### src/hw/rtl/ptlru_pkg.sv
package ptlru_pkg;

    // Field widths of the request and response words
    localparam int ADDR_W      = 12;
    localparam int OFFSET_BITS = 7;
    localparam int RAW_PAGE_W  = ADDR_W - OFFSET_BITS;
    localparam int PHYS_W      = 10;
    localparam int OUTCOME_W   = 2;
    localparam int EVICT_W     = 5;

    // Recency counter width
    localparam int TICK_W = 32;

    // Default table sizes
    localparam int PAGE_COUNT  = 32;
    localparam int FRAME_COUNT = 8;

    // Outcome codes
    localparam logic [OUTCOME_W-1:0] OUTCOME_HIT   = 2'd0;
    localparam logic [OUTCOME_W-1:0] OUTCOME_FILL  = 2'd1;
    localparam logic [OUTCOME_W-1:0] OUTCOME_EVICT = 2'd2;

    // Commands from the controller to the datapath
    typedef struct packed {
        logic clr_step;
        logic sel_in;
        logic accept;
        logic take_hit;
        logic scan_start;
        logic take_sel;
        logic evict;
        logic fill;
        logic lu_wr;
        logic out_load;
    } t_cmd;

    // Status from the datapath to the controller
    typedef struct packed {
        logic clr_last;
        logic pt_valid;
        logic scan_done;
        logic free_found;
        logic out_free;
    } t_status;

endpackage

### src/hw/rtl/ptlru_if.sv
// Request channel: one logical address per word
interface ptlru_req_if;
    logic                          valid;
    logic                          ready;
    logic [ptlru_pkg::ADDR_W-1:0]  logical_addr;

    modport source (output valid, output logical_addr, input ready);
    modport sink   (input valid, input logical_addr, output ready);
endinterface

// Response channel: one translation result per word
interface ptlru_rsp_if;
    logic                            valid;
    logic                            ready;
    logic [ptlru_pkg::PHYS_W-1:0]    physical_addr;
    logic [ptlru_pkg::OUTCOME_W-1:0] outcome;
    logic [ptlru_pkg::EVICT_W-1:0]   evicted_page;

    modport source (output valid, output physical_addr, output outcome,
                    output evicted_page, input ready);
    modport sink   (input valid, input physical_addr, input outcome,
                    input evicted_page, output ready);
endinterface

### src/hw/rtl/ptlru_datapath.sv
module ptlru_datapath #(
    parameter int PAGE_COUNT  = ptlru_pkg::PAGE_COUNT,
    parameter int FRAME_COUNT = ptlru_pkg::FRAME_COUNT
) (
    input  logic                            i_clk,
    input  logic                            i_rst_n,
    input  ptlru_pkg::t_cmd                 i_cmd,
    output ptlru_pkg::t_status              o_sts,
    input  logic [ptlru_pkg::ADDR_W-1:0]    i_logical_addr,
    output logic                            o_out_valid,
    input  logic                            i_out_ready,
    output logic [ptlru_pkg::PHYS_W-1:0]    o_physical_addr,
    output logic [ptlru_pkg::OUTCOME_W-1:0] o_outcome,
    output logic [ptlru_pkg::EVICT_W-1:0]   o_evicted_page
);

    localparam int PG_W  = $clog2(PAGE_COUNT);
    localparam int FR_W  = $clog2(FRAME_COUNT);
    localparam int RAW_N = 1 << ptlru_pkg::RAW_PAGE_W;

    typedef struct packed {
        logic            valid;
        logic [FR_W-1:0] frame;
    } t_pte;

    // Page table, frame owners and last-use stamps
    t_pte                           r_pt_mem  [PAGE_COUNT];
    logic [PG_W-1:0]                r_own_mem [FRAME_COUNT];
    logic [ptlru_pkg::TICK_W-1:0]   r_lu_mem  [FRAME_COUNT];

    t_pte                           r_pt_q;
    logic [PG_W-1:0]                r_own_q;
    logic [ptlru_pkg::TICK_W-1:0]   r_lu_q;

    logic [PG_W-1:0]                r_clr_idx;
    logic [ptlru_pkg::TICK_W-1:0]   r_tick;
    logic [FRAME_COUNT-1:0]         r_used;
    logic [PG_W-1:0]                r_page;
    logic [ptlru_pkg::OFFSET_BITS-1:0] r_offset;
    logic [FR_W-1:0]                r_frame;
    logic [ptlru_pkg::OUTCOME_W-1:0] r_outcome;
    logic [PG_W-1:0]                r_evict;

    logic                           r_scan_run;
    logic [FR_W-1:0]                r_scan_idx;
    logic                           r_cmp_vld;
    logic [FR_W-1:0]                r_cmp_idx;
    logic                           r_free_found;
    logic [FR_W-1:0]                r_free_idx;
    logic [FR_W-1:0]                r_best_idx;
    logic [ptlru_pkg::TICK_W-1:0]   r_best_use;

    logic                           r_out_valid;
    logic [ptlru_pkg::PHYS_W-1:0]   r_out_phys;
    logic [ptlru_pkg::OUTCOME_W-1:0] r_out_outcome;
    logic [ptlru_pkg::EVICT_W-1:0]  r_out_evict;

    logic [PG_W-1:0]                w_mod_tab [RAW_N];
    logic [PG_W-1:0]                w_in_page;
    logic [PG_W-1:0]                w_pt_raddr;
    logic                           w_pt_we;
    logic [PG_W-1:0]                w_pt_waddr;
    t_pte                           w_pt_wdata;
    logic                           w_take_free;
    logic                           w_take_best;

    // Fold the raw page number onto the table size
    for (genvar v = 0; v < RAW_N; v++) begin : g_mod
        localparam int unsigned PAGE_MOD = v % PAGE_COUNT;
        assign w_mod_tab[v] = PG_W'(PAGE_MOD);
    end

    assign w_in_page = w_mod_tab[i_logical_addr[ptlru_pkg::ADDR_W-1:ptlru_pkg::OFFSET_BITS]];

    // Look up the incoming page while idle, the held page otherwise
    assign w_pt_raddr = i_cmd.sel_in ? w_in_page : r_page;

    // Page table write port: clear, invalidate the victim's page, or fill
    always_comb begin
        w_pt_we    = i_cmd.clr_step | i_cmd.evict | i_cmd.fill;
        w_pt_waddr = r_page;
        w_pt_wdata = '{valid: 1'b1, frame: r_frame};
        if (i_cmd.clr_step) begin
            w_pt_waddr = r_clr_idx;
            w_pt_wdata = '0;
        end else if (i_cmd.evict) begin
            w_pt_waddr = r_own_q;
            w_pt_wdata = '0;
        end
    end

    // Scan compare: first free frame and oldest stamp, ties to the lower index
    assign w_take_free = r_cmp_vld && !r_free_found && !r_used[r_cmp_idx];
    assign w_take_best = r_cmp_vld && ((r_cmp_idx == FR_W'(1)) || (r_lu_q < r_best_use));

    // Memories
    always_ff @(posedge i_clk) begin
        if (w_pt_we) begin
            r_pt_mem[w_pt_waddr] <= w_pt_wdata;
        end
        r_pt_q <= r_pt_mem[w_pt_raddr];

        if (i_cmd.fill) begin
            r_own_mem[r_frame] <= r_page;
        end
        r_own_q <= r_own_mem[r_best_idx];

        if (i_cmd.lu_wr) begin
            r_lu_mem[r_frame] <= r_tick;
        end
        r_lu_q <= r_lu_mem[r_scan_idx];
    end

    // Control state
    always_ff @(posedge i_clk) begin
        if (!i_rst_n) begin
            r_clr_idx    <= '0;
            r_tick       <= '0;
            r_used       <= FRAME_COUNT'(1);
            r_scan_run   <= 1'b0;
            r_scan_idx   <= '0;
            r_cmp_vld    <= 1'b0;
            r_cmp_idx    <= '0;
            r_free_found <= 1'b0;
            r_out_valid  <= 1'b0;
        end else begin
            if (i_cmd.clr_step) begin
                r_clr_idx <= r_clr_idx + 1'b1;
            end
            // Advance the recency tick, saturating
            if (i_cmd.accept && (r_tick != '1)) begin
                r_tick <= r_tick + 1'b1;
            end
            if (i_cmd.fill) begin
                r_used[r_frame] <= 1'b1;
            end
            // Walk frames one to the last, one read a cycle
            if (i_cmd.scan_start) begin
                r_scan_run <= 1'b1;
                r_scan_idx <= FR_W'(1);
            end else if (r_scan_run) begin
                if (r_scan_idx == FR_W'(FRAME_COUNT - 1)) begin
                    r_scan_run <= 1'b0;
                end else begin
                    r_scan_idx <= r_scan_idx + 1'b1;
                end
            end
            r_cmp_vld <= r_scan_run;
            r_cmp_idx <= r_scan_idx;
            if (i_cmd.scan_start) begin
                r_free_found <= 1'b0;
            end else if (w_take_free) begin
                r_free_found <= 1'b1;
            end
            // Hold the result word until taken
            if (i_cmd.out_load) begin
                r_out_valid <= 1'b1;
            end else if (i_out_ready) begin
                r_out_valid <= 1'b0;
            end
        end
    end

    // Payload registers
    always_ff @(posedge i_clk) begin
        if (i_cmd.accept) begin
            r_page   <= w_in_page;
            r_offset <= i_logical_addr[ptlru_pkg::OFFSET_BITS-1:0];
        end
        if (w_take_free) begin
            r_free_idx <= r_cmp_idx;
        end
        if (w_take_best) begin
            r_best_idx <= r_cmp_idx;
            r_best_use <= r_lu_q;
        end
        if (i_cmd.take_hit) begin
            r_frame   <= r_pt_q.frame;
            r_outcome <= ptlru_pkg::OUTCOME_HIT;
            r_evict   <= '0;
        end
        if (i_cmd.take_sel) begin
            r_frame   <= r_free_found ? r_free_idx : r_best_idx;
            r_outcome <= r_free_found ? ptlru_pkg::OUTCOME_FILL : ptlru_pkg::OUTCOME_EVICT;
            r_evict   <= '0;
        end
        if (i_cmd.evict) begin
            r_evict <= r_own_q;
        end
        if (i_cmd.out_load) begin
            r_out_phys    <= ptlru_pkg::PHYS_W'({r_frame, r_offset});
            r_out_outcome <= r_outcome;
            r_out_evict   <= ptlru_pkg::EVICT_W'(r_evict);
        end
    end

    assign o_sts.clr_last   = (r_clr_idx == PG_W'(PAGE_COUNT - 1));
    assign o_sts.pt_valid   = r_pt_q.valid;
    assign o_sts.scan_done  = r_cmp_vld && (r_cmp_idx == FR_W'(FRAME_COUNT - 1));
    assign o_sts.free_found = r_free_found;
    assign o_sts.out_free   = !r_out_valid || i_out_ready;

    assign o_out_valid     = r_out_valid;
    assign o_physical_addr = r_out_phys;
    assign o_outcome       = r_out_outcome;
    assign o_evicted_page  = r_out_evict;

    // Frame zero is reserved and never filled
    a_fill_not_reserved: assert property (@(posedge i_clk) disable iff (!i_rst_n)
        i_cmd.fill |-> (r_frame != '0))
        else $error("fill targets reserved frame");

    // A fill without eviction lands in a frame not yet in use
    a_fill_free_frame: assert property (@(posedge i_clk) disable iff (!i_rst_n)
        i_cmd.fill |-> (!r_used[r_frame] || (r_outcome == ptlru_pkg::OUTCOME_EVICT)))
        else $error("fill overwrites a used frame without eviction");

    // A hit maps to a frame already handed out
    a_hit_used_frame: assert property (@(posedge i_clk) disable iff (!i_rst_n)
        i_cmd.take_hit |-> ((r_pt_q.frame != '0) && r_used[r_pt_q.frame]))
        else $error("hit on a frame that is not in use");

endmodule

### src/hw/rtl/ptlru_ctrl.sv
module ptlru_ctrl (
    input  logic               i_clk,
    input  logic               i_rst_n,
    input  logic               i_in_valid,
    output logic               o_in_ready,
    input  ptlru_pkg::t_status i_sts,
    output ptlru_pkg::t_cmd    o_cmd
);

    typedef enum logic [3:0] {
        ST_CLEAR,
        ST_IDLE,
        ST_CHECK,
        ST_HIT,
        ST_SCAN,
        ST_SELECT,
        ST_EVICT,
        ST_FILL,
        ST_OUT
    } t_state;

    t_state r_state;
    t_state n_state;

    // Decode commands and next state
    always_comb begin
        n_state    = r_state;
        o_cmd      = '0;
        o_in_ready = 1'b0;
        unique case (r_state)
            ST_CLEAR: begin
                o_cmd.clr_step = 1'b1;
                if (i_sts.clr_last) begin
                    n_state = ST_IDLE;
                end
            end
            ST_IDLE: begin
                o_cmd.sel_in = 1'b1;
                o_in_ready   = 1'b1;
                if (i_in_valid) begin
                    o_cmd.accept = 1'b1;
                    n_state      = ST_CHECK;
                end
            end
            ST_CHECK: begin
                if (i_sts.pt_valid) begin
                    o_cmd.take_hit = 1'b1;
                    n_state        = ST_HIT;
                end else begin
                    o_cmd.scan_start = 1'b1;
                    n_state          = ST_SCAN;
                end
            end
            ST_HIT: begin
                o_cmd.lu_wr = 1'b1;
                n_state     = ST_OUT;
            end
            ST_SCAN: begin
                if (i_sts.scan_done) begin
                    n_state = ST_SELECT;
                end
            end
            ST_SELECT: begin
                o_cmd.take_sel = 1'b1;
                n_state        = i_sts.free_found ? ST_FILL : ST_EVICT;
            end
            ST_EVICT: begin
                o_cmd.evict = 1'b1;
                n_state     = ST_FILL;
            end
            ST_FILL: begin
                o_cmd.fill  = 1'b1;
                o_cmd.lu_wr = 1'b1;
                n_state     = ST_OUT;
            end
            ST_OUT: begin
                if (i_sts.out_free) begin
                    o_cmd.out_load = 1'b1;
                    n_state        = ST_IDLE;
                end
            end
            default: begin
                n_state = ST_CLEAR;
            end
        endcase
    end

    // State register
    always_ff @(posedge i_clk) begin
        if (!i_rst_n) begin
            r_state <= ST_CLEAR;
        end else begin
            r_state <= n_state;
        end
    end

    // A finished scan is always followed by the frame choice
    a_scan_to_select: assert property (@(posedge i_clk) disable iff (!i_rst_n)
        ((r_state == ST_SCAN) && i_sts.scan_done) |=> (r_state == ST_SELECT))
        else $error("scan result not consumed");

endmodule

### src/hw/rtl/page_translate_lru.sv
// Channel   Dir  Word fields                                  Handshake
// i_req     in   logical_addr[11:0]                           valid/ready
// o_rsp     out  physical_addr[9:0] outcome[1:0] evicted_page  valid/ready
//
// A hit updates the frame's stamp and loads the result; a miss runs the
// last-use scan, which reads one frame per cycle from the stamp memory,
// then takes a free frame or evicts the oldest one, and fills it.
// After reset the page table is cleared; i_req.ready stays low meanwhile.
// One word is handled at a time; the result register holds a word for
// the sink while the next request is taken.
module page_translate_lru #(
    parameter int PAGE_COUNT  = ptlru_pkg::PAGE_COUNT,
    parameter int FRAME_COUNT = ptlru_pkg::FRAME_COUNT
) (
    input  logic        i_clk,
    input  logic        i_rst_n,
    ptlru_req_if.sink   i_req,
    ptlru_rsp_if.source o_rsp
);

    ptlru_pkg::t_cmd    w_cmd;
    ptlru_pkg::t_status w_sts;
    logic               w_in_ready;

    assign i_req.ready = w_in_ready;

    // Sequence the lookup, scan and fill
    ptlru_ctrl u_ctrl (
        .i_clk      (i_clk),
        .i_rst_n    (i_rst_n),
        .i_in_valid (i_req.valid),
        .o_in_ready (w_in_ready),
        .i_sts      (w_sts),
        .o_cmd      (w_cmd)
    );

    // Tables, scan and result register
    ptlru_datapath #(
        .PAGE_COUNT  (PAGE_COUNT),
        .FRAME_COUNT (FRAME_COUNT)
    ) u_datapath (
        .i_clk           (i_clk),
        .i_rst_n         (i_rst_n),
        .i_cmd           (w_cmd),
        .o_sts           (w_sts),
        .i_logical_addr  (i_req.logical_addr),
        .o_out_valid     (o_rsp.valid),
        .i_out_ready     (o_rsp.ready),
        .o_physical_addr (o_rsp.physical_addr),
        .o_outcome       (o_rsp.outcome),
        .o_evicted_page  (o_rsp.evicted_page)
    );

endmodule

### src/flat_wrapper.sv
// flat-port wrapper written by rule: the top's interface ports become plain ports
module page_translate_lru_flat 
#(
    parameter int PAGE_COUNT  = ptlru_pkg::PAGE_COUNT,
    parameter int FRAME_COUNT = ptlru_pkg::FRAME_COUNT
)
  (i_clk, i_rst_n, i_req_valid, i_req_logical_addr, i_req_ready, o_rsp_valid, o_rsp_physical_addr, o_rsp_outcome, o_rsp_evicted_page, o_rsp_ready);
  ptlru_req_if i_req_i ();
  ptlru_rsp_if o_rsp_i ();
  input  logic i_clk;
  input  logic i_rst_n;
  input wire logic [$bits(i_req_i.valid)-1:0] i_req_valid;
  input wire logic [$bits(i_req_i.logical_addr)-1:0] i_req_logical_addr;
  output wire logic [$bits(i_req_i.ready)-1:0] i_req_ready;
  output wire logic [$bits(o_rsp_i.valid)-1:0] o_rsp_valid;
  output wire logic [$bits(o_rsp_i.physical_addr)-1:0] o_rsp_physical_addr;
  output wire logic [$bits(o_rsp_i.outcome)-1:0] o_rsp_outcome;
  output wire logic [$bits(o_rsp_i.evicted_page)-1:0] o_rsp_evicted_page;
  input wire logic [$bits(o_rsp_i.ready)-1:0] o_rsp_ready;
  assign i_req_i.valid = i_req_valid;
  assign i_req_i.logical_addr = i_req_logical_addr;
  assign i_req_ready = i_req_i.ready;
  assign o_rsp_valid = o_rsp_i.valid;
  assign o_rsp_physical_addr = o_rsp_i.physical_addr;
  assign o_rsp_outcome = o_rsp_i.outcome;
  assign o_rsp_evicted_page = o_rsp_i.evicted_page;
  assign o_rsp_i.ready = o_rsp_ready;
  page_translate_lru #(.PAGE_COUNT(PAGE_COUNT), .FRAME_COUNT(FRAME_COUNT)) u_core (.i_clk(i_clk), .i_rst_n(i_rst_n), .i_req(i_req_i), .o_rsp(o_rsp_i));
endmodule
### config.mk
export PLATFORM = sky130hd
export DESIGN_NAME = page_translate_lru_flat
export DESIGN_NICKNAME = d
export VERILOG_FILES = /design/src/hw/rtl/ptlru_pkg.sv /design/src/hw/rtl/ptlru_if.sv /design/src/hw/rtl/ptlru_datapath.sv /design/src/hw/rtl/ptlru_ctrl.sv /design/src/hw/rtl/page_translate_lru.sv /design/src/flat_wrapper.sv
export SDC_FILE = /design/constraint.sdc
export NUM_CORES = 1
export LEC_CHECK = 0
export ABC_AREA = 1
export BUFFER_PORTS_ARGS = -buffer_cell sky130_fd_sc_hd__buf_2
export CORE_MARGIN = 8
export CORE_UTILIZATION = 50
export DETAILED_ROUTE_END_ITERATION = 6
export PLACE_DENSITY = 0.76
export SLEW_MARGIN = 10
export SYNTH_ARGS = -nofsm -noshare
export SYNTH_HDL_FRONTEND = slang
export SYNTH_HIERARCHICAL = 1
export SYNTH_SLANG_ARGS = --single-unit
### constraint.sdc
create_clock -name i_clk -period 4.2 [get_ports i_clk]
set_input_delay 0.84 -clock i_clk [delete_from_list [all_inputs] [get_ports i_clk]]
set_output_delay 0.84 -clock i_clk [all_outputs]
set_load 0.05 [all_outputs]
### Word level (Yosys, flattened, before mapping)

Memory sizes are Yosys's and may differ from the RTL's. A register that Yosys moved wholly into a read port is not among the register bits.
Cells that the tools add are included.

| storage, ports and cells | value |
|---|---|
| latch bits | 0 |
| RAM bits | 424 |
| word-level logic and storage cells | 133 |
| memories | 4 |
| output and inout port bits | 19 |
| input bits | 16 |
| memory bits (read-only) | 160 |
| register bits | 136 |

| operators by class | value |
|---|---|
| reductions and logical operators | 21 |
| $mul | 0 |
| bitwise gates (word level) | 6 |
| div/mod/pow operators | 0 |
| add/subtract/negate cells | 3 |
| order comparisons | 5 |
| shift-type cells | 0 |
| multiplexer cells | 54 |
| equality and inequality tests | 18 |

Memory list:

| name | words | width | read ports | clocked after memory_dff | write ports | line | source |
|---|---|---|---|---|---|---|---|
| u_core.u_datapath.r_lu_mem | 8 | 32 | 1 | 1 | 1 | ptlru_datapath.sv:29 | `logic [ptlru_pkg::TICK_W-1:0] r_lu_mem [FRAME_COUNT];` |
| (no name shown) | 32 | 5 | 1 | 0 | 0 | ptlru_datapath.sv:73 | `assign w_in_page = w_mod_tab[i_logical_addr[ptlru_pkg::ADDR_W-1:ptlru_pkg::OFFSET_BITS]];` |
| u_core.u_datapath.r_pt_mem | 32 | 4 | 1 | 1 | 1 | ptlru_datapath.sv:27 | `t_pte r_pt_mem [PAGE_COUNT];` |
| u_core.u_datapath.r_own_mem | 8 | 5 | 1 | 1 | 1 | ptlru_datapath.sv:28 | `logic [PG_W-1:0] r_own_mem [FRAME_COUNT];` |

Operator list:

| operator | count |
|---|---|
| $mux W5 | 8 |
| $add A32 B1 Y32 const B | 1 |
| $lt A32 B32 Y1 | 1 |
| $ne A32 B32 Y1 const B | 1 |
| $pmux W4 S8 | 1 |
| $mux W1 | 28 |
| $mux W4 | 6 |
| $eq A4 B3 Y1 const B | 4 |
| $mux W3 | 4 |
| $mux W2 | 5 |
| $eq A4 B2 Y1 const B | 2 |
| $lt A3 B4 Y1 const B | 2 |
| $ne A2 B2 Y1 const B | 4 |
| $or A8 B8 Y8 | 1 |
| $eq A3 B3 Y1 const B | 2 |
| $ge A6 B6 Y1 const B | 1 |
| $logic_and A1 B1 Y1 | 6 |
| $not A5 Y6 | 1 |
| $reduce_bool A2 Y1 | 3 |
| $add A5 B1 Y5 const B | 1 |
| $eq A5 B5 Y1 const B | 1 |
| $eq A4 B1 Y1 const B | 1 |
| $eq A4 B4 Y1 const B | 1 |
| $logic_not A4 Y1 | 1 |
| other kinds (14) | 21 |

### Logic depth before layout (Yosys ltp)

Gate-level depths: netlist (run 1).

| depth | value |
|---|---|
| word-level depth | 6 |
| depth in mapped cells | 20 |
| mapped depth without buffers | 16 |

### Cells and area by module

The synthesis (run 1) kept the hierarchy.

Modules (own cells, without submodules):

| module | seq. area each (um^2) | cells an instance | instances | area each (um^2) |
|---|---|---|---|---|
| ptlru_datapath | 16966.3 | 2108 | 1 | 23976.7 |
| ptlru_ctrl | 80.1 | 60 | 1 | 332.8 |

### Least setup slack after synthesis (run 1)

No wires, ideal clock.

| path | value |
|---|---|
| path kind | flip-flop to flip-flop |
| from | reg u_core/u_datapath/r_best_use[19] (netlist bit) |
| to | reg u_core.u_datapath.r_best_idx[0], enable pin |
| cell stages (with the launch flop) | 10 |
| library setup time | 0.439 ns |
| required time | 3.761 ns |
| arrival time | 2.829 ns |
| period minus slack after synthesis | 3.268 ns |
| buffers on the path | 0 |
| setup slack | 0.932 ns |
| path through | edfxtp_1 > inv_1 > ha_1 > a21oi_1 > o21ai_0 > nand2_1 > nand3_1 > a21oi_1 > nand2_1 > a21oi_1 |

| between the ends | value |
|---|---|
| word-level cells in the longest chain between the ends | 3 |

Ends and longest elaborated chain:

| item | line | source |
|---|---|---|
| start, declared | ptlru_datapath.sv:51 | `logic [ptlru_pkg::TICK_W-1:0] r_best_use;` |
| start signal, assigned | ptlru_datapath.sv:175 | `r_best_use <= r_lu_q;` |
| $lt A32 B32 Y1 | ptlru_datapath.sv:94 | `assign w_take_best = r_cmp_vld && ((r_cmp_idx == FR_W'(1)) \|\| (r_lu_q < r_best_use));` |
| $logic_or A1 B1 Y1 | ptlru_datapath.sv:94 |  |
| $logic_and A1 B1 Y1 | ptlru_datapath.sv:94 |  |
| net u_core.u_datapath.w_take_best | ptlru_datapath.sv:65 | `logic w_take_best;` |
| end signal, assigned | ptlru_datapath.sv:174 | `r_best_idx <= r_cmp_idx;` |
| end, declared | ptlru_datapath.sv:50 | `logic [FR_W-1:0] r_best_idx;` |

The timed path passes the listed nets, and every way through them passes these cells.
A chain may end at the register's enable or synchronous reset.

==> results of run 1 <==
[synth_stat cells (2+ instances only)]
master    instances
xor2_1           15
xnor2_1           7
clkbuf_1         56
nand4_1           7
nor4_1            2
inv_2             6
nor2_1          447
o211ai_1          8
or2_2             4
o21ai_2           2
nand3b_1          2
o21ai_1           5
ha_1             36
o21a_1            6
buf_6             7
nor2_2            5
a21oi_1          64
buf_4             4
nor3_2            3
nand3_1          78
nand2_1         306
buf_2            22
nor3_1           29
a31oi_1          38
edfxtp_1        501
or2_1             4
o21ai_0         203
inv_1           146
nand2_2           6
nor2_4            2
dfxtp_1         100
o22ai_1          37
clkinv_1          3
[final cells by class]
type	instances	area, um^2	area share
Tap cell	622	778	0.0287
Multi-Input combinational cell	1321	6330	0.234
Inverter	155	583	0.0215
Clock inverter	28	354	0.0131
Sequential cell	601	17100	0.630
Clock buffer	78	1550	0.0574
Timing Repair Buffer	64	420	0.0155
[routing by layer]
metal  vias up  GRT usage  part of all wire  wire, um
met5         -          0                 0         0
met4         0     0.0627             0.027      1410
met3       100     0.0265             0.059      3050
met2       496      0.307              0.49     25100
met1      7692      0.234              0.43     22200
li1       7530          -                 -         -
[power by group through the flow]
| stage | logic, W | registers [W] | clock network (W) |
|---|---|---|---|
| after floorplan | 0.0000399 | 0.00652 | 0 |
| after global placement | 0.0000731 | 0.00652 | 0 |
| after detailed placement | 0.0000740 | 0.00652 | 0 |
| after CTS | 0.0000749 | 0.00639 | 0.00523 |
| after global routing | 0.0000830 | 0.00639 | 0.00546 |
| final | 0.0000772 | 0.00639 | 0.00515 |
[sequential cells by signal (all words and copies together) (netlist names), 4 cells and up]
signal                             cells
u_core/u_ctrl/r_state                  4
u_core/u_datapath/o_evicted_page       5
u_core/u_datapath/o_physical_addr     10
u_core/u_datapath/r_best_use          32
u_core/u_datapath/r_clr_idx            5
u_core/u_datapath/r_evict              5
u_core/u_datapath/r_lu_mem           256
u_core/u_datapath/r_lu_q              32
u_core/u_datapath/r_offset             7
u_core/u_datapath/r_own_mem           40
u_core/u_datapath/r_own_q              5
u_core/u_datapath/r_page               5
u_core/u_datapath/r_pt_mem           128
u_core/u_datapath/r_tick              32
u_core/u_datapath/r_used               8
[how the worst max path moves through the flow]
stage                                                          start                                     endpoint  slack, ns  cells past startpoint
after floorplan           u_core/u_datapath/r_best_use[19]$_DFFE_PP_    u_core/u_datapath/r_best_idx[0]$_DFFE_PP_       0.93                      9
after global placement         u_core/u_ctrl/r_state[1]$_SDFFE_PN0P_   u_core/u_datapath/r_pt_mem[1][0]$_DFFE_PP_       1.07                     12
after detailed placement       u_core/u_ctrl/r_state[1]$_SDFFE_PN0P_   u_core/u_datapath/r_pt_mem[2][2]$_DFFE_PP_       0.98                     12
after CTS                      u_core/u_ctrl/r_state[1]$_SDFFE_PN0P_   u_core/u_datapath/r_pt_mem[2][1]$_DFFE_PP_       0.93                     12
after global routing           u_core/u_ctrl/r_state[3]$_SDFFE_PN0P_  u_core/u_datapath/r_pt_mem[24][2]$_DFFE_PP_       0.69                     11
final                          u_core/u_ctrl/r_state[1]$_SDFFE_PN0P_   u_core/u_datapath/r_pt_mem[2][3]$_DFFE_PP_       0.93                     12
[kinds of logic (layout without fill, tap and decap cells)]
logic type / Yosys count / count (layout)
flops: 601 / 601
buf+inv: 246 / 325
fa+ha+maj: 36 / 36
simple gates: 897 / 897
xor+xnor: 22 / 22
compound gates: 366 / 366
[through the flow]
step,setup WS [ns],utilization
global placement,1.07,0.520
CTS,0.926,0.559
floorplan,0.932,-
global route,0.694,0.559
detailed placement,0.984,0.520
finish,0.927,0.559
==> results.json, run 1 <==
{
  "status": "finished clean",
  "nFillCells": 3896,
  "slew_violations": 0,
  "cts_buffer_depth": 3,
  "synth_top_family_by_area": "simple AND/OR/NAND/NOR gates",
  "die_area_um2": 55900,
  "crit_buf_inv": 5,
  "final.setup.tns_ns": 0,
  "yosys.area.top_type": "edfxtp_1",
  "grt_max_degree": 81,
  "yosysSeqAreaShare": 0.701,
  "layout_min_cycle_time_ns": 3.27,
  "postCtsSetupBuffers": 0,
  "drt-vias-per-instance": 5.51,
  "drc": 0,
  "setup_violations": 0,
  "layout_common_cells": "edfxtp_1 (501), nor2_1 (435), nand2_1 (306)",
  "grt_pass1_wl_um": 81500,
  "rsz0062_at_grt": "false",
  "crit_chain": "nor2_2, inv_1, nor2_1, buf_4, nor2_2, buf_4, inv_1, buf_4, nor2_1, nor3_1, nand2_1, nor2_1",
  "place_inst": 2763,
  "instances_no_fill": 2869,
  "synthArstFlopShare": 0,
  "p_sw_frac": 0.193,
  "dpl_cell_area_um2": 25200,
  "diodes": 0,
  "coreArea_um2": 48400,
  "synth.avg_cell_area_um2": 11.2,
  "cts_inserted_buffers": 56,
  "gr-total-overflow": 0,
  "globalplace.congestion": 0.881,
  "drive_above_1_share": 0.0903,
  "power.density_nw_per_um2": 429,
  "start_util": 0.502,
  "hold_start": "i_req_logical_addr[1]",
  "synth_edf_count": 501,
  "cts_hold_buf": 0,
  "intPower_w": 0.00938,
  "layout_commonest_cell": "edfxtp_1",
  "hold_slack_ns": 0.402,
  "nets": 2251,
  "yosys.area_share.simple": 0.149,
  "hp-class": "input pin to flip-flop",
  "worst-path-max-fanout": 33,
  "fmax_mhz": 306,
  "io_pins": 35,
  "finalPower_w": 0.0116,
  "die_height_um": 236,
  "rr_worst_depth": 12,
  "crit_type": "flip-flop to flip-flop",
  "period_share": 0.779,
  "hold_viol_final": 0,
  "clkLatencyLatePin_ns": 0.62,
  "muxShareOfSynthArea": 0,
  "worst_setup_path_end_kind": "flip-flop",
  "worstMarginPinSlew_ns": 1.00,
  "fin_skew_ns": 0.0230,
  "ys_warn_count": 6,
  "syn_nets": 2220,
  "grt_use_total": 0.180,
  "netlist_instances": 2168,
  "slowest_stage": "nor3_1",
  "synth_area_leaders": "edfxtp_1 (62%), dfxtp_1 (8.2%), nor2_1 (6.9%)",
  "ant_nets": 0,
  "drt_wl_total_um": 51700,
  "cts_tree": "done",
  "htree_num_levels": 2,
  "synth_top_flop_cell": "edfxtp_1",
  "die_w_um": 236,
  "required_ns": 4.47,
  "row_count": 81,
  "portBuffers": 34,
  "hpwlAfterDp_um": 31000,
  "synth_compound_area_frac": 0.0814,
  "share_comb_of_total_power": 0.007,
  "cts_sinks": 601,
  "vdd_drop_max_uv": 423,
  "cap_violations": 0,
  "wl_per_cell_um": 18.0,
  "antenna_found_initial": 0,
  "netlist_area_um2": 24300,
  "vias": 15818,
  "path_clk_slew_ns": 0.06,
  "p_seq_frac": 0.550,
  "r2r_slack_ns": 0.93,
  "synthAdderAreaFrac": 0.0185,
  "yosysUniqueCellTypes": 40,
  "slew-limit-headroom": 0.331,
  "cts_resized": 0,
  "hold_depth": 1,
  "ys_ff_latch": 601,
  "fin_area_um2": 27100,
  "root_buffer": "clkbuf_16",
  "cp_top_family": "simple AND/OR/NAND/NOR gates",
  "grt_pass1_vias": 15483,
  "critPathLaunchType": "flip-flop",
  "drt-initial-drc-count": 1574,
  "synthXorXnorAreaFrac": 0.00793,
  "leakagePower_nw": 9.26,
  "max_stage_delay_ns": 0.61,
  "dr.pass1.iters": 6,
  "area_growth_pct": 11.4,
  "arrival_ns": 3.55,
  "p_clk_frac": 0.443,
  "min_to": "u_core/u_datapath/r_offset[1]$_DFFE_PP_",
  "worstReg2RegEnd": "u_core/u_datapath/r_pt_mem[2][3]$_DFFE_PP_",
  "rr_startpoint": "u_core/u_ctrl/r_state[1]$_SDFFE_PN0P_",
  "switchingPower_w": 0.00224,
  "synth.top_cell.area_share": 0.619
}
No activity file was read; power rests on OpenSTA's default activity.
==> inputs of run 2 (changes only) <==
==> constraint.sdc (replaced) <==
create_clock -name i_clk -period 3.35 [get_ports i_clk]
set_input_delay 0.67 -clock i_clk [delete_from_list [all_inputs] [get_ports i_clk]]
set_output_delay 0.67 -clock i_clk [all_outputs]
set_load 0.05 [all_outputs]
==> run 2 against run 1 <==
  * Register-to-register slack got worse by 0.57 ns
  * Cell count rose by 0.24%
  * Clock skew rose by 0.011 ns
  * Via count rose by 0.97%
  * Clock power rose by 28%
  * Sequential power rose by 25%
  * Setup slack got worse by 0.57 ns
  * Sequential cell count did not move
  * Global-route usage rose by 0.51 points
  * Design area rose by 0.46%
  * First-iteration DRC count fell by 16%
==> results.json, run 2 (synthesis results as in run 1) <==
{
  "root_buffer": "clkbuf_16",
  "r2r_slack_ns": 0.36,
  "period_share": 0.892,
  "largest_reg_flops": 256,
  "wl_per_cell_um": 18.3,
  "slew_violations": 0,
  "clkLatencyLatePin_ns": 0.61,
  "pre_cts_ws_ns": 0.404,
  "cts_hold_buf": 0,
  "min_to": "u_core/u_datapath/r_offset[1]$_DFFE_PP_",
  "rr_startpoint": "u_core/u_ctrl/r_state[1]$_SDFFE_PN0P_",
  "area_growth_pct": 11.9,
  "antenna_found_initial": 2,
  "nets": 2256,
  "setup_violations": 0,
  "grt_pass1_wl_um": 83500,
  "fin_skew_ns": 0.0340,
  "die_height_um": 236,
  "critPathLaunchType": "flip-flop",
  "drt-initial-drc-count": 1330,
  "drt_wl_total_um": 52500,
  "crit_buf_inv": 3,
  "coreArea_um2": 48400,
  "drive_above_1_share": 0.0905,
  "cp_top_family": "simple AND/OR/NAND/NOR gates",
  "layout_setup_ws_ns": 0.361,
  "grt_use_total": 0.185,
  "layout_min_cycle_time_ns": 2.99,
  "cts_tree": "done",
  "path_clk_slew_ns": 0.06,
  "hpwlAfterDp_um": 31300,
  "hold_start": "i_req_logical_addr[1]",
  "worst-path-max-fanout": 11,
  "htree_num_levels": 2,
  "grt_pass1_vias": 15733,
  "ant_nets": 0,
  "startpoint": "u_core/u_ctrl/r_state[1]$_SDFFE_PN0P_",
  "final.setup.tns_ns": 0,
  "gr-total-overflow": 0,
  "slowest_stage": "nor2_1",
  "fmax_mhz": 335,
  "cts_sinks": 601,
  "slew-limit-headroom": 0.463,
  "die_area_um2": 55900,
  "cap_violations": 0,
  "crit_type": "flip-flop to flip-flop",
  "top_register": "u_core/u_datapath/r_lu_mem",
  "row_count": 81,
  "required_ns": 3.61,
  "dr.pass1.iters": 7,
  "power.density_nw_per_um2": 541,
  "cts_resized": 0,
  "arrival_ns": 3.25,
  "worstMarginPinSlew_ns": 0.805,
  "cts_inserted_buffers": 58,
  "portBuffers": 34,
  "die_w_um": 236,
  "postCtsSetupBuffers": 0,
  "reg.largest.list": "u_core/u_datapath/r_lu_mem x256, u_core/u_datapath/r_pt_mem x128, u_core/u_datapath/r_own_mem x40",
  "hold_viol_final": 0,
  "io_pins": 35,
  "worst_setup_path_end_kind": "flip-flop",
  "layout_common_cells": "edfxtp_1 (501), nor2_1 (435), nand2_1 (306)",
  "rr_worst_depth": 10,
  "nFillCells": 3847,
  "cp_common_cell": "nor2_1",
  "start_util": 0.502,
  "cts_buffer_depth": 3,
  "drc": 0,
  "globalplace.congestion": 0.896,
  "leakagePower_nw": 9.33,
  "max_stage_delay_ns": 0.48,
  "layout_commonest_cell": "edfxtp_1",
  "vdd_drop_max_uv": 483,
  "grt_max_degree": 132,
  "rsz0062_at_grt": "false",
  "hold_depth": 1,
  "crit_chain": "nor2_2, inv_1, nor2_1, buf_4, nor2_2, inv_1, o221ai_1, nor2_1, nand2_1, nor2_1",
  "status": "finished clean",
  "vias": 15971,
  "worstReg2RegEnd": "u_core/u_datapath/r_pt_mem[4][2]$_DFFE_PP_",
  "hp-class": "input pin to flip-flop",
  "drt-vias-per-instance": 5.55
}
==> run 2: where the power goes <==
group	internal (W)	total [W]	switching, W
combinational	0.0000221	0.0000954	0.0000732
clock	0.00390	0.00660	0.00270
sequential	0.00800	0.00801	0.00000864
total	0.0119	0.0147	0.00278
==> run 2: final cells by class <==
| class | count | area, um^2 | share of cell area |
|---|---|---|---|
| sequential | 601 | 17100 | 0.627 |
| multi-input combinational | 1321 | 6330 | 0.233 |
| clock buffer | 78 | 1600 | 0.0587 |
| tap | 622 | 778 | 0.0286 |
| inverter | 155 | 583 | 0.0214 |
| timing repair buffer | 67 | 493 | 0.0181 |
| clock inverter | 31 | 360 | 0.0132 |
| antenna | 1 | 2.50 | 0.0000920 |
==> run 2: worst max path at each step <==
| stage | end | slack (ns) | cells after the start |
|---|---|---|---|
| finish | u_core/u_datapath/r_pt_mem[4][2]$_DFFE_PP_ | 0.36 | 10 |
| global route | u_core/u_datapath/r_pt_mem[4][2]$_DFFE_PP_ | 0.10 | 10 |
| CTS | u_core/u_datapath/r_pt_mem[4][2]$_DFFE_PP_ | 0.37 | 10 |
| detailed placement | u_core/u_datapath/r_pt_mem[4][2]$_DFFE_PP_ | 0.40 | 10 |
| global placement | u_core/u_datapath/r_pt_mem[5][0]$_DFFE_PP_ | 0.54 | 10 |
| floorplan | u_core/u_datapath/r_best_idx[0]$_DFFE_PP_ | 0.08 | 9 |
==> run 2: worst reg2reg max path: stages, from the launching register on <==
cell and delay [ns]:
dfxtp_1 0.37, nor2_2 0.24, inv_1 0.10, nor2_1 0.21, buf_4 0.21, nor2_2 0.06, inv_1 0.26, o221ai_1 0.20
nor2_1 0.15, nand2_1 0.37, nor2_1 0.48
==> run 2: per-layer routing <==
layer / part of all wire / vias up / wire length, um / GRT usage
li1: - / 7567 / - / -
met1: 0.42 / 7682 / 22000 / 0.242
met2: 0.49 / 584 / 25600 / 0.311
met3: 0.063 / 138 / 3300 / 0.0281
met4: 0.030 / 0 / 1570 / 0.0698
met5: 0 / - / 0 / 0
==> run 2: through the flow <==
| stage | power, W | cells | hold slack (ns) | utilization | cell area [um^2] |
|---|---|---|---|---|---|
| detailed placement | 0.00826 | 2766 | 0.405 | 0.521 | 25200 |
| global route | 0.0151 | 2875 | 0.215 | 0.561 | 27200 |
| finish | 0.0147 | 2876 | 0.238 | 0.561 | 27200 |
| floorplan | 0.00822 | 2168 | 0.400 | - | 24300 |
| global placement | 0.00826 | 2766 | 0.403 | 0.521 | 25200 |
| CTS | 0.0148 | 2875 | 0.199 | 0.561 | 27200 |
==> inputs of run 3 (changes only) <==
--- a/config.mk
+++ b/config.mk
@@ -5,7 +5,6 @@
 export SDC_FILE = /design/constraint.sdc
 export NUM_CORES = 1
 export LEC_CHECK = 0
-export ABC_AREA = 1
 export BUFFER_PORTS_ARGS = -buffer_cell sky130_fd_sc_hd__buf_2
 export CORE_MARGIN = 8
 export CORE_UTILIZATION = 50
==> run 3 against run 2 <==
  * Hold slack gained 0.016 ns
  * Sequential power about the same
  * Via count decreased by 25%
  * Clock power fell by 3.2%
  * Critical path type unchanged
  * Critical endpoint is now u_core/u_datapath/r_pt_q[1]$_DFF_P_
==> results.json, run 3 <==
{
  "worst-path-max-fanout": 24,
  "path_clk_slew_ns": 0.07,
  "rsz0062_at_grt": "false",
  "hold_viol_final": 0,
  "slew-limit-headroom": 0.456,
  "crit_type": "flip-flop to flip-flop",
  "hpwlAfterDp_um": 27700,
  "final_core_util": 0.570,
  "drt-initial-drc-count": 1155,
  "io_pins": 35,
  "synth_compound_area_frac": 0.0375,
  "grt_max_degree": 40,
  "cts_buffer_depth": 3,
  "regArea_um2": 17100,
  "diodes": 0,
  "drt_wl_total_um": 45400,
  "clkLatencyLatePin_ns": 0.60,
  "synth_commonest_cells": "edfxtp_1 (501), dfxtp_1 (100), mux4_2 (98)",
  "synthXorXnorAreaFrac": 0.0123,
  "leakagePower_nw": 8.02,
  "synth.avg_cell_area_um2": 17.3,
  "layout_common_cells": "edfxtp_1 (501), mux4_2 (98), dfxtp_1 (97)",
  "htree_num_levels": 2,
  "status": "finished clean",
  "synth_area_leaders": "edfxtp_1 (64%), mux4_2 (9.4%), dfxtp_1 (8.5%)",
  "nFillCells": 3385,
  "fin_skew_ns": 0.0270,
  "share_comb_of_total_power": 0.006,
  "die_w_um": 233,
  "critPathLaunchType": "flip-flop",
  "gr-total-overflow": 0,
  "layout_min_cycle_time_ns": 2.88,
  "area_growth_pct": 12.8,
  "final.setup.tns_ns": 0,
  "p_seq_frac": 0.553,
  "fmax_mhz": 347,
  "ys_ff_latch": 601,
  "max_stage_delay_ns": 0.58,
  "p_clk_frac": 0.441,
  "vdd_drop_max_uv": 511,
  "cts_inserted_buffers": 56,
  "netlist_instances": 1359,
  "cts_hold_buf": 0,
  "slowest_stage": "nor2_4",
  "yosys.area.top_type": "edfxtp_1",
  "drive_above_1_share": 0.220,
  "worst_setup_path_end_kind": "flip-flop",
  "arrival_ns": 3.38,
  "setup_violations": 0,
  "ys_warn_count": 6,
  "yosysUniqueCellTypes": 63,
  "multi_input_area_um2": 6150,
  "antenna_found_initial": 2,
  "start_util": 0.506,
  "yosys.area_share.simple": 0.0663,
  "synth_top_family_by_area": "multiplexers",
  "yosysSeqAreaShare": 0.724,
  "synth_edf_count": 501,
  "finalPower_w": 0.0145,
  "reg.largest.list": "u_core/u_datapath/r_lu_mem x256, u_core/u_datapath/r_pt_mem x128, u_core/u_datapath/r_own_mem x40",
  "drc": 0,
  "cap_violations": 0,
  "portBuffers": 34,
  "largest_reg_flops": 256,
  "synthMostInstantiatedCell": "edfxtp_1",
  "top_register": "u_core/u_datapath/r_lu_mem",
  "root_buffer": "clkbuf_16",
  "layout_setup_ws_ns": 0.466,
  "die_height_um": 233,
  "grt_use_total": 0.170,
  "switchingPower_w": 0.00274,
  "pre_cts_ws_ns": 0.150,
  "layout_commonest_cell": "edfxtp_1",
  "wl_per_cell_um": 21.7,
  "cts_sinks": 601,
  "syn_nets": 1411,
  "drt-vias-per-instance": 5.73,
  "synthAdderAreaFrac": 0.0191,
  "crit_buf_inv": 1,
  "slew_violations": 0,
  "row_count": 79,
  "required_ns": 3.84,
  "die_area_um2": 54300,
  "hp-class": "input pin to flip-flop",
  "worstMarginPinSlew_ns": 0.810,
  "muxShareOfSynthArea": 0.121,
  "grt_pass1_wl_um": 71000,
  "cp_top_family": "simple AND/OR/NAND/NOR gates",
  "dr.pass1.iters": 5,
  "crit_chain": "nor4b_4, buf_4, and2_1, nor2_4, mux4_2, a22oi_1, a21oi_1, a221o_1",
  "period_share": 0.861,
  "p_sw_frac": 0.189,
  "coreArea_um2": 46600,
  "synthArstFlopShare": 0,
  "vias": 11992,
  "globalplace.congestion": 0.842,
  "cts_tree": "done",
  "power.density_nw_per_um2": 546,
  "netlist_area_um2": 23500,
  "intPower_w": 0.0117,
  "synth.top_cell.area_share": 0.639,
  "grt_pass1_vias": 12384,
  "nets": 1490,
  "synth_top_flop_cell": "edfxtp_1",
  "ant_nets": 0
}
==> run 3: layout make-up <==
cell class | instances | share of cell area
Clock buffer | 75 | 0.0597
Clock inverter | 30 | 0.0116
Inverter | 55 | 0.00778
Multi-Input combinational cell | 654 | 0.232
Sequential cell | 601 | 0.642
Tap cell | 607 | 0.0286
Timing Repair Buffer | 70 | 0.0185
==> run 3: power by group through the flow <==
stage	clock network (W)	logic (W)	registers (W)
2_1_floorplan	0	0.0000486	0.00817
3_3_place_gp	0	0.0000826	0.00817
3_5_place_dp	0	0.0000856	0.00817
4_1_cts	0.00651	0.0000856	0.00801
5_1_grt	0.00679	0.0000948	0.00800
6_report	0.00639	0.0000869	0.00801
==> run 3: layer usage <==
| metal | wire length (um) | vias up | track usage |
|---|---|---|---|
| met3 | 3290 | 77 | 0.0354 |
| met4 | 1010 | 0 | 0.0467 |
| met2 | 22000 | 426 | 0.280 |
| met5 | 0 | - | 0 |
| li1 | - | 5430 | - |
| met1 | 19000 | 6059 | 0.228 |
==> run 3: cells by family after synthesis <==
| group | count (synthesis) |
|---|---|
| xor gates and xnor gates | 33 |
| muxes | 154 |
| and+or+nand+nor | 289 |
| AOI/OAI and AO/OA | 142 |
| buffers and inverters | 104 |
| adders and majority gates | 36 |
| DFF | 601 |
==> run 3: metrics by stage <==
step                      area [um^2]  hold slack [ns]  instances
after floorplan                 23600            0.400       1359
after global placement          24700            0.404       1987
after detailed placement        24700            0.405       1987
after CTS                       26500            0.220       2092
after global routing            26600            0.218       2092
final                           26600            0.254       2092
==> run 3: worst paths after layout <==
check / cells past startpoint / from / endpoint / slack, ns
setup reg to reg: 8 / u_core/u_ctrl/r_state[3]$_SDFFE_PN0P_ / u_core/u_datapath/r_pt_q[1]$_DFF_P_ / 0.47
hold / removal: 1 / i_req_logical_addr[2] / u_core/u_datapath/r_offset[2]$_DFFE_PP_ / 0.25
setup / recovery: 8 / u_core/u_ctrl/r_state[3]$_SDFFE_PN0P_ / u_core/u_datapath/r_pt_q[1]$_DFF_P_ / 0.47
hold reg to reg: 0 / u_core/u_datapath/r_offset[0]$_DFFE_PP_ / u_core/u_datapath/o_physical_addr[0]$_DFFE_PP_ / 0.42
==> run 3: repair_timing <==
item	CTS	global route
buffers inserted	0	0
resized for setup	0	1
endpoints found under the setup margin	0	1
